===== config.mk =====
export PLATFORM = sky130hd
export DESIGN_NAME = shg_controller
export DESIGN_NICKNAME = d
export VERILOG_FILES = /design/src/rtl/shg_pkg.sv /design/src/rtl/shg_controller.sv
export SDC_FILE = /design/constraint.sdc
export NUM_CORES = 1
export LEC_CHECK = 0
export ABC_AREA = 1
export BUFFER_PORTS_ARGS = -buffer_cell sky130_fd_sc_hd__buf_2
export CORE_MARGIN = 1.5
export CORE_UTILIZATION = 46
export CTS_BUF_LIST = sky130_fd_sc_hd__clkbuf_4 sky130_fd_sc_hd__clkbuf_8
export DETAILED_ROUTE_END_ITERATION = 10
export PLACE_DENSITY = 0.88
export SLEW_MARGIN = 20
export SYNTH_ARGS = -nofsm -noshare
export SYNTH_HDL_FRONTEND = slang
export SYNTH_SLANG_ARGS = --single-unit
export TNS_END_PERCENT = 30

===== constraint.sdc =====
create_clock -name clk -period 3.07 [get_ports clk]
set_clock_uncertainty 0.15 [all_clocks]
set_input_delay 0.4605 -clock clk [delete_from_list [all_inputs] [get_ports clk]]
set_output_delay 0.4605 -clock clk [all_outputs]
set_load 0.02 [all_outputs]

===== src/rtl/shg_pkg.sv =====
// ----------------------------------------------------------------------------
// Spatial hash grid package
// Shared types, sizes, codes and the controller/datapath command and status bundles.
// ----------------------------------------------------------------------------
package shg_pkg;

    localparam int NUM_CELLS    = 256;
    localparam int BUCKET_DEPTH = 8;
    localparam int MAX_RESULTS  = 64;
    localparam int SPAN_LIMIT   = 4;

    localparam int SLOT_W  = $clog2(NUM_CELLS);
    localparam int DEPTH_W = $clog2(BUCKET_DEPTH);
    localparam int CNT_W   = $clog2(BUCKET_DEPTH + 1);
    localparam int GIDX_W  = $clog2(MAX_RESULTS);
    localparam int GCNT_W  = $clog2(MAX_RESULTS + 1);
    localparam int BID_W   = $clog2(NUM_CELLS * BUCKET_DEPTH);

    localparam logic [1:0] CMD_INSERT = 2'd0;
    localparam logic [1:0] CMD_QUERY  = 2'd1;
    localparam logic [1:0] CMD_CLEAR  = 2'd2;

    localparam logic [2:0] ST_OK          = 3'd0;
    localparam logic [2:0] ST_TABLE_FULL  = 3'd1;
    localparam logic [2:0] ST_BUCKET_FULL = 3'd2;
    localparam logic [2:0] ST_OVERFLOW    = 3'd3;
    localparam logic [2:0] ST_TOO_LARGE   = 3'd4;

    typedef struct packed {
        logic [1:0]         cmd;
        logic signed [23:0] box_x;
        logic signed [23:0] box_y;
        logic [22:0]        box_width;
        logic [22:0]        box_height;
        logic [15:0]        object_id;
    } in_item_t;

    typedef struct packed {
        logic [15:0] result_id;
        logic        found;
        logic        last;
        logic [2:0]  status;
    } out_item_t;

    typedef enum logic [4:0] {
        S_IDLE, S_MUL0, S_MUL1, S_MUL2, S_MUL3, S_RANGE,
        S_CLEAR, S_SCAN, S_SCAN_END, S_INS, S_GATHER_RD, S_GATHER_WR,
        S_NEXT_CELL, S_SORT_RD, S_SORT_CMP, S_DED_RD, S_DED_CMP,
        S_EMIT_RD, S_EMIT, S_DONE
    } state_t;

    // controller -> datapath
    typedef struct packed {
        logic       load;
        logic       mul_step;
        logic       mul_first;
        logic       range_calc;
        logic       clear_step;
        logic       scan_start;
        logic       scan_step;
        logic       ins_write;
        logic       claim;
        logic       gath_rd;
        logic       gath_wr;
        logic       next_cell;
        logic       sort_start;
        logic       sort_rd;
        logic       sort_cmp;
        logic       ded_start;
        logic       ded_rd;
        logic       ded_cmp;
        logic       emit_start;
        logic       emit_rd;
        logic       emit_step;
        logic       fin;
        logic [2:0] fin_status;
    } ctl_t;

    // datapath -> controller
    typedef struct packed {
        logic [1:0] cmd;
        logic       too_large;
        logic       clear_done;
        logic       scan_done;
        logic       hit;
        logic       have_free;
        logic       bucket_full;
        logic       gath_more;
        logic       gath_over;
        logic       last_cell;
        logic       gath_empty;
        logic       sort_done;
        logic       sort_shift;
        logic       ded_done;
        logic       emit_last;
    } sts_t;

endpackage


===== src/rtl/shg_controller.sv =====
// ----------------------------------------------------------------------------
// Spatial hash grid controller
// Sequences cell math, range, clear, slot scan, insert, gather, sort, dedupe and emit steps.
// ----------------------------------------------------------------------------
module shg_controller
(
    input  logic           clk,
    input  logic           rst_n,
    input  logic           start,
    input  shg_pkg::sts_t  sts,
    output shg_pkg::ctl_t  ctl,
    output logic           busy
);

    shg_pkg::state_t state_reg, state_next;
    logic            ded_first_reg, emit_first_reg, sort_first_reg;
    logic [2:0]      fin_status_reg;

    always_ff @(posedge clk or negedge rst_n)
    begin
        if (!rst_n)
            state_reg <= shg_pkg::S_IDLE;
        else
            state_reg <= state_next;
    end

    always_comb
    begin
        state_next = state_reg;
        unique case (state_reg)
            shg_pkg::S_IDLE:     if (start) state_next = shg_pkg::S_MUL0;
            shg_pkg::S_MUL0:
            begin
                if (sts.cmd == shg_pkg::CMD_CLEAR)
                    state_next = shg_pkg::S_CLEAR;
                else if (sts.cmd == shg_pkg::CMD_INSERT || sts.cmd == shg_pkg::CMD_QUERY)
                    state_next = shg_pkg::S_MUL1;
                else
                    state_next = shg_pkg::S_DONE;
            end
            shg_pkg::S_MUL1:     state_next = shg_pkg::S_MUL2;
            shg_pkg::S_MUL2:     state_next = shg_pkg::S_MUL3;
            shg_pkg::S_MUL3:     state_next = shg_pkg::S_RANGE;
            shg_pkg::S_RANGE:    state_next = shg_pkg::S_SCAN_END;
            shg_pkg::S_SCAN_END:
                state_next = sts.too_large ? shg_pkg::S_DONE : shg_pkg::S_SCAN;
            shg_pkg::S_CLEAR:    if (sts.clear_done) state_next = shg_pkg::S_DONE;
            shg_pkg::S_SCAN:
            begin
                if (sts.scan_done)
                    state_next = (sts.cmd == shg_pkg::CMD_INSERT) ? shg_pkg::S_INS
                                                                 : shg_pkg::S_GATHER_RD;
            end
            shg_pkg::S_INS:
            begin
                if ((!sts.hit && !sts.have_free) || sts.bucket_full || sts.last_cell)
                    state_next = shg_pkg::S_DONE;
                else
                    state_next = shg_pkg::S_NEXT_CELL;
            end
            shg_pkg::S_GATHER_RD:
            begin
                if (!sts.gath_more)
                    state_next = sts.last_cell ? shg_pkg::S_SORT_RD : shg_pkg::S_NEXT_CELL;
                else if (sts.gath_over)
                    state_next = shg_pkg::S_DONE;
                else
                    state_next = shg_pkg::S_GATHER_WR;
            end
            shg_pkg::S_GATHER_WR: state_next = shg_pkg::S_GATHER_RD;
            shg_pkg::S_NEXT_CELL: state_next = shg_pkg::S_SCAN;
            shg_pkg::S_SORT_RD:
            begin
                if (sts.gath_empty)
                    state_next = shg_pkg::S_DONE;
                else if (sort_first_reg)
                    state_next = shg_pkg::S_SORT_RD;
                else if (sts.sort_done)
                    state_next = shg_pkg::S_DED_RD;
                else
                    state_next = shg_pkg::S_SORT_CMP;
            end
            shg_pkg::S_SORT_CMP:  state_next = shg_pkg::S_SORT_RD;
            shg_pkg::S_DED_RD:
            begin
                if (ded_first_reg)
                    state_next = shg_pkg::S_DED_RD;
                else
                    state_next = sts.ded_done ? shg_pkg::S_EMIT_RD : shg_pkg::S_DED_CMP;
            end
            shg_pkg::S_DED_CMP:   state_next = shg_pkg::S_DED_RD;
            shg_pkg::S_EMIT_RD:
                state_next = emit_first_reg ? shg_pkg::S_EMIT_RD : shg_pkg::S_EMIT;
            shg_pkg::S_EMIT:
                state_next = sts.emit_last ? shg_pkg::S_IDLE : shg_pkg::S_EMIT_RD;
            shg_pkg::S_DONE:      state_next = shg_pkg::S_IDLE;
            default:              state_next = shg_pkg::S_IDLE;
        endcase
    end

    always_ff @(posedge clk or negedge rst_n)
    begin
        if (!rst_n)
        begin
            ded_first_reg  <= 1'b1;
            emit_first_reg <= 1'b1;
            sort_first_reg <= 1'b1;
        end
        else
        begin
            ded_first_reg  <= !(state_reg == shg_pkg::S_DED_RD ||
                                state_reg == shg_pkg::S_DED_CMP);
            emit_first_reg <= !(state_reg == shg_pkg::S_EMIT_RD ||
                                state_reg == shg_pkg::S_EMIT);
            sort_first_reg <= !(state_reg == shg_pkg::S_SORT_RD ||
                                state_reg == shg_pkg::S_SORT_CMP);
        end
    end

    always_comb
    begin
        ctl = '0;
        busy = state_reg != shg_pkg::S_IDLE;
        unique case (state_reg)
            shg_pkg::S_IDLE:      ctl.load = start;
            shg_pkg::S_MUL0:      ctl.mul_step = 1'b1;
            shg_pkg::S_MUL1:      ctl.mul_step = 1'b1;
            shg_pkg::S_MUL2:      ctl.mul_step = 1'b1;
            shg_pkg::S_MUL3:      ctl.mul_step = 1'b1;
            shg_pkg::S_RANGE:     ctl.range_calc = 1'b1;
            shg_pkg::S_SCAN_END:  ctl.scan_start = 1'b1;
            shg_pkg::S_CLEAR:     ctl.clear_step = 1'b1;
            shg_pkg::S_SCAN:      ctl.scan_step = 1'b1;
            shg_pkg::S_INS:
            begin
                if ((sts.hit || sts.have_free) && !sts.bucket_full)
                begin
                    ctl.ins_write = 1'b1;
                    ctl.claim     = !sts.hit;
                end
            end
            shg_pkg::S_GATHER_RD:
            begin
                ctl.gath_rd = 1'b1;
                if (sts.gath_more && sts.gath_over)
                    ctl.fin = 1'b0;
            end
            shg_pkg::S_GATHER_WR: ctl.gath_wr = 1'b1;
            shg_pkg::S_NEXT_CELL:
            begin
                ctl.next_cell  = 1'b1;
                ctl.scan_start = 1'b1;
            end
            shg_pkg::S_SORT_RD:
            begin
                ctl.sort_start = sort_first_reg;
                ctl.sort_rd    = !sort_first_reg;
            end
            shg_pkg::S_SORT_CMP:  ctl.sort_cmp = 1'b1;
            shg_pkg::S_DED_RD:
            begin
                ctl.ded_start = ded_first_reg;
                ctl.ded_rd    = !ded_first_reg;
            end
            shg_pkg::S_DED_CMP:   ctl.ded_cmp = 1'b1;
            shg_pkg::S_EMIT_RD:
            begin
                ctl.emit_start = emit_first_reg;
                ctl.emit_rd    = !emit_first_reg;
            end
            shg_pkg::S_EMIT:      ctl.emit_step = 1'b1;
            shg_pkg::S_DONE:      ctl.fin = 1'b1;
            default:              ctl = '0;
        endcase
        ctl.mul_first  = state_reg == shg_pkg::S_IDLE;
        ctl.fin_status = shg_pkg::ST_OK;
        if (state_reg == shg_pkg::S_DONE)
            ctl.fin_status = fin_status_reg;
    end

    always_ff @(posedge clk or negedge rst_n)
    begin
        if (!rst_n)
            fin_status_reg <= shg_pkg::ST_OK;
        else if (state_reg == shg_pkg::S_IDLE)
            fin_status_reg <= shg_pkg::ST_OK;
        else if (state_reg == shg_pkg::S_SCAN_END && sts.too_large)
            fin_status_reg <= shg_pkg::ST_TOO_LARGE;
        else if (state_reg == shg_pkg::S_INS && !sts.hit && !sts.have_free)
            fin_status_reg <= shg_pkg::ST_TABLE_FULL;
        else if (state_reg == shg_pkg::S_INS && sts.bucket_full)
            fin_status_reg <= shg_pkg::ST_BUCKET_FULL;
        else if (state_reg == shg_pkg::S_GATHER_RD && sts.gath_more && sts.gath_over)
            fin_status_reg <= shg_pkg::ST_OVERFLOW;
    end

endmodule


==> flow_summary.yaml, run 1 <==
detailed_routing:
  wl_per_cell_um: 10.5
  drc: 0
  wl_met2_mm: 1.34
  dr.pass1.iters: 5
  drt-met1-wl_mm: 1.31
  drt-total-wl_mm: 2.85
  top_layer_used: "met4"
  viasPerCell: 4.78
  dr.first_iter.drc_count: 61
  dr_wl_met3_um: 178
  ant_nets: 0
  via_count: 1299
clocking:
  ctsResizeCount: 0
  clk_latency_ps: 250
  clk_pin_slew_ps: 60
  cts_buffer_depth: 2
  clock_sinks: 11
  cts_hold_buf: 1
  tritoncts: "built"
  numCtsBuffers: 3
  h-tree-depth: 1
  cts_root_buffer: "clkbuf_4"
  cts_setup_buffers: 0
synthesis:
  ys_seq_elements: 11
  syn_nets: 216
  ys_seq_area_share_pct: 24.9
  syn_area_um2: 1120
  ys_types: 26
  syn_inst: 197
  ys_warn_count: 0
  synth_area_per_cell_um2: 5.68
critical_path:
  cp-end-kind: "output pin"
  cp.buffers_inverters: 3
  arrival_ps: 1700
  cp_max_fo: 10
  startpoint_type: "flip-flop"
  slowest_stage: "dfrtp_1"
  crit_required_ps: 2460
  crit_type: "reg2out"
  critPathMaxStageDelay_ps: 510
  r2r_cells: 9
  rr_startpoint: "state_reg[1]"
  r2r_end: "state_reg[0]"
  r2r_setup_slack_ps: 1300
  crit_chain: "inv_4 -> nand3_4 -> nor2_4 -> inv_1 -> nor4_1 -> buf_2"
  critPathTopFamily: "flip-flops"
sta:
  setup_viol: 0
  fin_setup_tns_ps: 0
  finalCritPeriodShare_pct: 75.2
  slew_viol_final: 0
  rsz0062_at_grt: "false"
  fmax_mhz: 433
  slew_headroom_pct: 72.9
  hold_viol_final: 0
  period_minus_slack_ps: 2310
  tightest_slew_ps: 406
power_and_ir_drop:
  p_int_mw: 0.475
  combPwrFrac_pct: 65.4
  finalPower_mw: 1.04
  powerDensity_nw_per_um2: 742
  p_switching_mw: 0.569
  seq_power_share_pct: 25.2
  vdd_ir_drop_max_mv: 0.507
  leakagePower_nw: 0.918
  swShare_pct: 54.5
  clockPowerShare_pct: 9.4
job:
  cap_violations: 0
finish:
  layout.nets: 264
  n_antenna_cell: 0
  layoutNonFillerInstCount: 272
  drive_above_1_share_pct: 28.7
  regArea_um2: 279
  final_area_um2: 1410
  fillers: 241
  largest_reg_flops: 5
  multiInputGateArea_um2: 691
  areaGrowthSynthToFinish_pct: 25.5
  utilization_pct: 62.3
floorplanning:
  rows: 17
  design.core.area_um2: 2250
  start_util_pct: 49.7
  die_y_um: 52.3
  pin_count: 45
  fp.dieW_um: 52.3
  die_area_um2: 2740
placement:
  gp_congestion: 0.925
  dpl.cell_count: 267
  dp_hpwl_mm: 2.46
  portBuffers: 43
  dpl_cell_area_um2: 1370
global_route:
  antenna_found_initial: 0
  grt.total_usage_pct: 23.2
  grt_pass1_wl_mm: 4.71
  grt_max_degree: 12
  overflow: 0
  grt_pass1_vias: 1085
min_path:
  whs_path_depth: 3
  min_to: "state_reg[0]"
  hold_class: "in2reg"
  hold_start: "sts[11]"
status:
  outcome: "finished, final reports clean"
worst max-delay path by stage:
stage                   end          from  slack (ps)  cells past startpoint
finish              ctl[16]  state_reg[4]         760                      6
global route        ctl[16]  state_reg[4]         600                      6
CTS                 ctl[16]  state_reg[4]         770                      6
detailed placement  ctl[16]  state_reg[4]        1060                      6
global placement    ctl[16]  state_reg[4]        1060                      6
floorplan           ctl[16]  state_reg[4]         870                      6
placed cells by master (no fill, tap or decap), drive strengths merged:
cell,Yosys,layout
a21oi,3,3
buf,1,43
clkbuf,0,4
dfrtp,8,8
dfstp,3,3
dlygate4sd3,0,1
inv,38,38
nand2,62,62
nand3,13,13
nand3b,2,2
nand4,2,2
nor2,52,52
nor3,3,3
nor4,1,1
o211ai,1,1
o21ai,4,4
o22ai,1,1
or2,3,3
Yosys cell counts:
library cell / instances / area share [%]
nand2_1: 58 / 19
nor2_1: 45 / 15
inv_1: 33 / 11
nand3_1: 11 / 4.9
dfrtp_1: 8 / 18
inv_2: 4 / 1.3
nor2_4: 4 / 4.0
dfstp_2: 3 / 7.0
nand2_2: 3 / 1.7
nor2_2: 3 / 1.7
nor3_1: 3 / 1.3
o21ai_1: 3 / 1.3
a21oi_1: 2 / 0.89
nand3_4: 2 / 3.1
nand3b_1: 2 / 1.3
nand4_1: 2 / 1.1
or2_1: 2 / 1.1
a21oi_2: 1 / 0.78
buf_2: 1 / 0.45
inv_4: 1 / 0.56
nand2_4: 1 / 1.0
nor4_1: 1 / 0.56
o211ai_1: 1 / 0.67
o21ai_0: 1 / 0.45
o22ai_1: 1 / 0.56
or2_2: 1 / 0.56
stage by stage:
stage	setup WS, ps	hold slack, ps
2_1_floorplan	870	14.9
3_3_place_gp	1060	178
3_5_place_dp	1060	181
4_1_cts	771	329
5_1_grt	599	335
6_report	762	332
power groups by stage:
stage	Sequential [mW]	Clock, mW	Combinational (mW)
2_1_floorplan	0.245	0	0.517
3_3_place_gp	0.263	0	0.664
3_5_place_dp	0.264	0	0.672
4_1_cts	0.261	0.102	0.676
5_1_grt	0.268	0.114	0.769
6_report	0.263	0.0981	0.682
kinds of logic (layout without fill, tap and decap cells):
group | Yosys count | count (layout) | synth area share, %
simple gates | 138 | 138 | 57.0
buf+inv | 39 | 86 | 13.4
flops | 11 | 11 | 24.9
compound gates | 9 | 9 | 4.69
final cells by class:
class | instances | share of cell area (%)
Timing Repair Buffer | 44 | 16.0
Clock buffer | 4 | 2.14
Inverter | 38 | 10.3
Sequential cell | 11 | 19.9
Multi-Input combinational cell | 147 | 49.2
Tap cell | 28 | 2.49
layer usage:
layer  up-vias  track usage, %
li1        692               -
met1       559            32.7
met2        44            38.1
met3         4            1.71
met4         0            6.41
met5         -               0
tightest hold or removal path: stages:
cell and delay (ps):
buf_2 70, or2_1 110, nand2_1 50
(Power assumes the default switching activity.)
==> inputs of run 2 (changes only) <==
ABC_AREA = 0   (was 1)
PLACE_DENSITY = 0.87   (was 0.88)
clock period = 2.32 ns   (was 3.07 ns; I/O delays follow)
==> flow_summary.yaml, run 2 <==
sta:
  setup_viol: 0
  slew_headroom_pct: 72.6
  rsz0062_at_grt: "false"
  finalCritPeriodShare_pct: 95.6
  tightest_slew_ps: 411
  fmax_mhz: 451
  fin_setup_tns_ps: 0
  period_minus_slack_ps: 2220
  slew_viol_final: 0
  hold_viol_final: 0
synthesis:
  ys_warn_count: 0
  synthArstFlopShare_pct: 100
  synthTopCellsByArea: "dfrtp_1 (17%), nor2_1 (8.7%), dfstp_2 (6.8%), nand2_1 (5.1%), buf_6 (4.8%)"
  synth_area_per_cell_um2: 7.44
  synth-edff-count: 0
  synth_area_leader_cell: "dfrtp_1"
  ys_seq_elements: 11
  synth_top_area_share_pct: 17.1
  ys_types: 53
  ys_seq_area_share_pct: 23.9
  ys_top_cells_by_count: "nor2_1 (27), nand2_1 (16), nor3_1 (11), o21ai_0 (10)"
  syn_area_um2: 1170
  syn_nets: 176
  syn_inst: 157
  yosysMostFrequentCell: "nor2_1"
  synth_ff_type: "dfrtp_1"
finish:
  regArea_um2: 283
  fillers: 232
  multiInputGateArea_um2: 771
  drive_above_1_share_pct: 39.3
  n_antenna_cell: 0
  areaGrowthSynthToFinish_pct: 21.8
  layout_common_cells: "buf_2 (43), nor2_1 (27), nand2_1 (15)"
  utilization_pct: 58.4
  largest_reg_flops: 5
  final_area_um2: 1420
  layout.nets: 221
  layoutNonFillerInstCount: 231
  mostFrequentLayoutCell: "buf_2"
placement:
  dpl.cell_count: 226
  dp_hpwl_mm: 2.56
  portBuffers: 43
  gp_congestion: 0.999
  dpl_cell_area_um2: 1370
critical_path:
  crit_type: "reg2out"
  crit_required_ps: 1820
  r2r_setup_slack_ps: 400
  cp_max_fo: 14
  startpoint_type: "flip-flop"
  arrival_ps: 1720
  cp-end-kind: "output pin"
floorplanning:
  die_area_um2: 2850
  fp.dieW_um: 53.4
  pin_count: 45
  die_y_um: 53.4
  start_util_pct: 48.0
  design.core.area_um2: 2430
  rows: 18
power_and_ir_drop:
  leakagePower_nw: 0.676
  powerDensity_nw_per_um2: 1070
  vdd_ir_drop_max_mv: 0.548
clocking:
  cts_buffer_depth: 2
  clk_pin_slew_ps: 80
  cts_root_buffer: "clkbuf_4"
  clk_latency_ps: 270
  clock_sinks: 11
  h-tree-depth: 1
  tritoncts: "built"
  numCtsBuffers: 3
detailed_routing:
  drt-total-wl_mm: 3.45
  viasPerCell: 5.88
  dr.pass1.iters: 5
  drc: 0
  dr.first_iter.drc_count: 105
  via_count: 1358
  wl_per_cell_um: 14.9
  ant_nets: 0
global_route:
  grt_max_degree: 19
  antenna_found_initial: 0
  overflow: 0
  grt_pass1_wl_mm: 5.21
  grt_pass1_vias: 1081
  grt.total_usage_pct: 25.3
job:
  cap_violations: 0
min_path:
  hold_class: "in2reg"
status:
  outcome: "finished, final reports clean"
-- run 2: changes by cell type after synthesis, moves of 7 or more --
cell / before / now
inv_1: 33 / 8
nand3_1: 11 / 4
nor3_1: 3 / 11
nor2_1: 45 / 27
o21ai_0: 1 / 10
nand2_1: 58 / 16
-- run 2: logic make-up after synthesis --
logic type | synth area share (%)
DFF | 23.9
buffers and inverters | 10.9
muxes | 0.857
AOI/OAI and AO/OA | 25.4
and+or+nand+nor | 38.9
-- run 2: critical path, cell delays in order, from the launching register on --
cell and delay [ps]:
dfrtp_1 390, buf_4 190, nor2_1 290, nand2_1 160, nor2_1 220, buf_2 210
-- run 2: path summary, 6_finish.rpt --
kind,startpoint,endpoint,cells after the start
max reg2reg,state_reg[0],state_reg[0],5
min in group asynchronous,rst_n,state_reg[1],2
min,sts[15],state_reg[1],3
max in group asynchronous,rst_n,emit_first_reg,2
min reg2reg,fin_status_reg[1],fin_status_reg[1],1
max,state_reg[3],ctl[18],5
-- run 2: routing by layer --
metal / wire length, um / GRT usage, % / share of wire, % / up-vias
met2: 1560 / 38.9 / 45 / 95
met3: 374 / 1.69 / 11 / 6
met1: 1490 / 37.2 / 43 / 607
met4: 33 / 8.12 / 0.96 / 0
li1: - / - / - / 650
met5: 0 / 0 / 0 / -
-- run 2: layout make-up --
| type | count | area share [%] |
|---|---|---|
| Clock buffer | 4 | 2.11 |
| Inverter | 8 | 2.11 |
| Multi-Input combinational cell | 128 | 54.2 |
| Sequential cell | 11 | 19.9 |
| Tap cell | 30 | 2.64 |
| Timing Repair Buffer | 50 | 19.0 |
-- run 2: what timing repair did --
action / in CTS / in global routing
gates resized for setup: 0 / 5
buffers inserted: 0 / 0
hold buffers: 1 / 0
hold endpoints to repair: 8 / 0
endpoints found under the setup margin: 0 / 16
-- run 2: stage by stage --
step           hold WS (ps)  power, mW  setup slack (ps)
2_1_floorplan         -97.6       1.15               151
3_3_place_gp           84.0       1.33               312
3_5_place_dp           89.7       1.34               303
4_1_cts                 227       1.49              5.54
5_1_grt                 242       1.63              5.50
6_report                225       1.53               101
-- run 2: where the power goes --
group,leakage [nW],internal (mW),total (mW),switching [mW]
Clock,0.0184,0.0781,0.145,0.0669
Combinational,0.526,0.390,1.02,0.627
Sequential,0.132,0.261,0.365,0.103
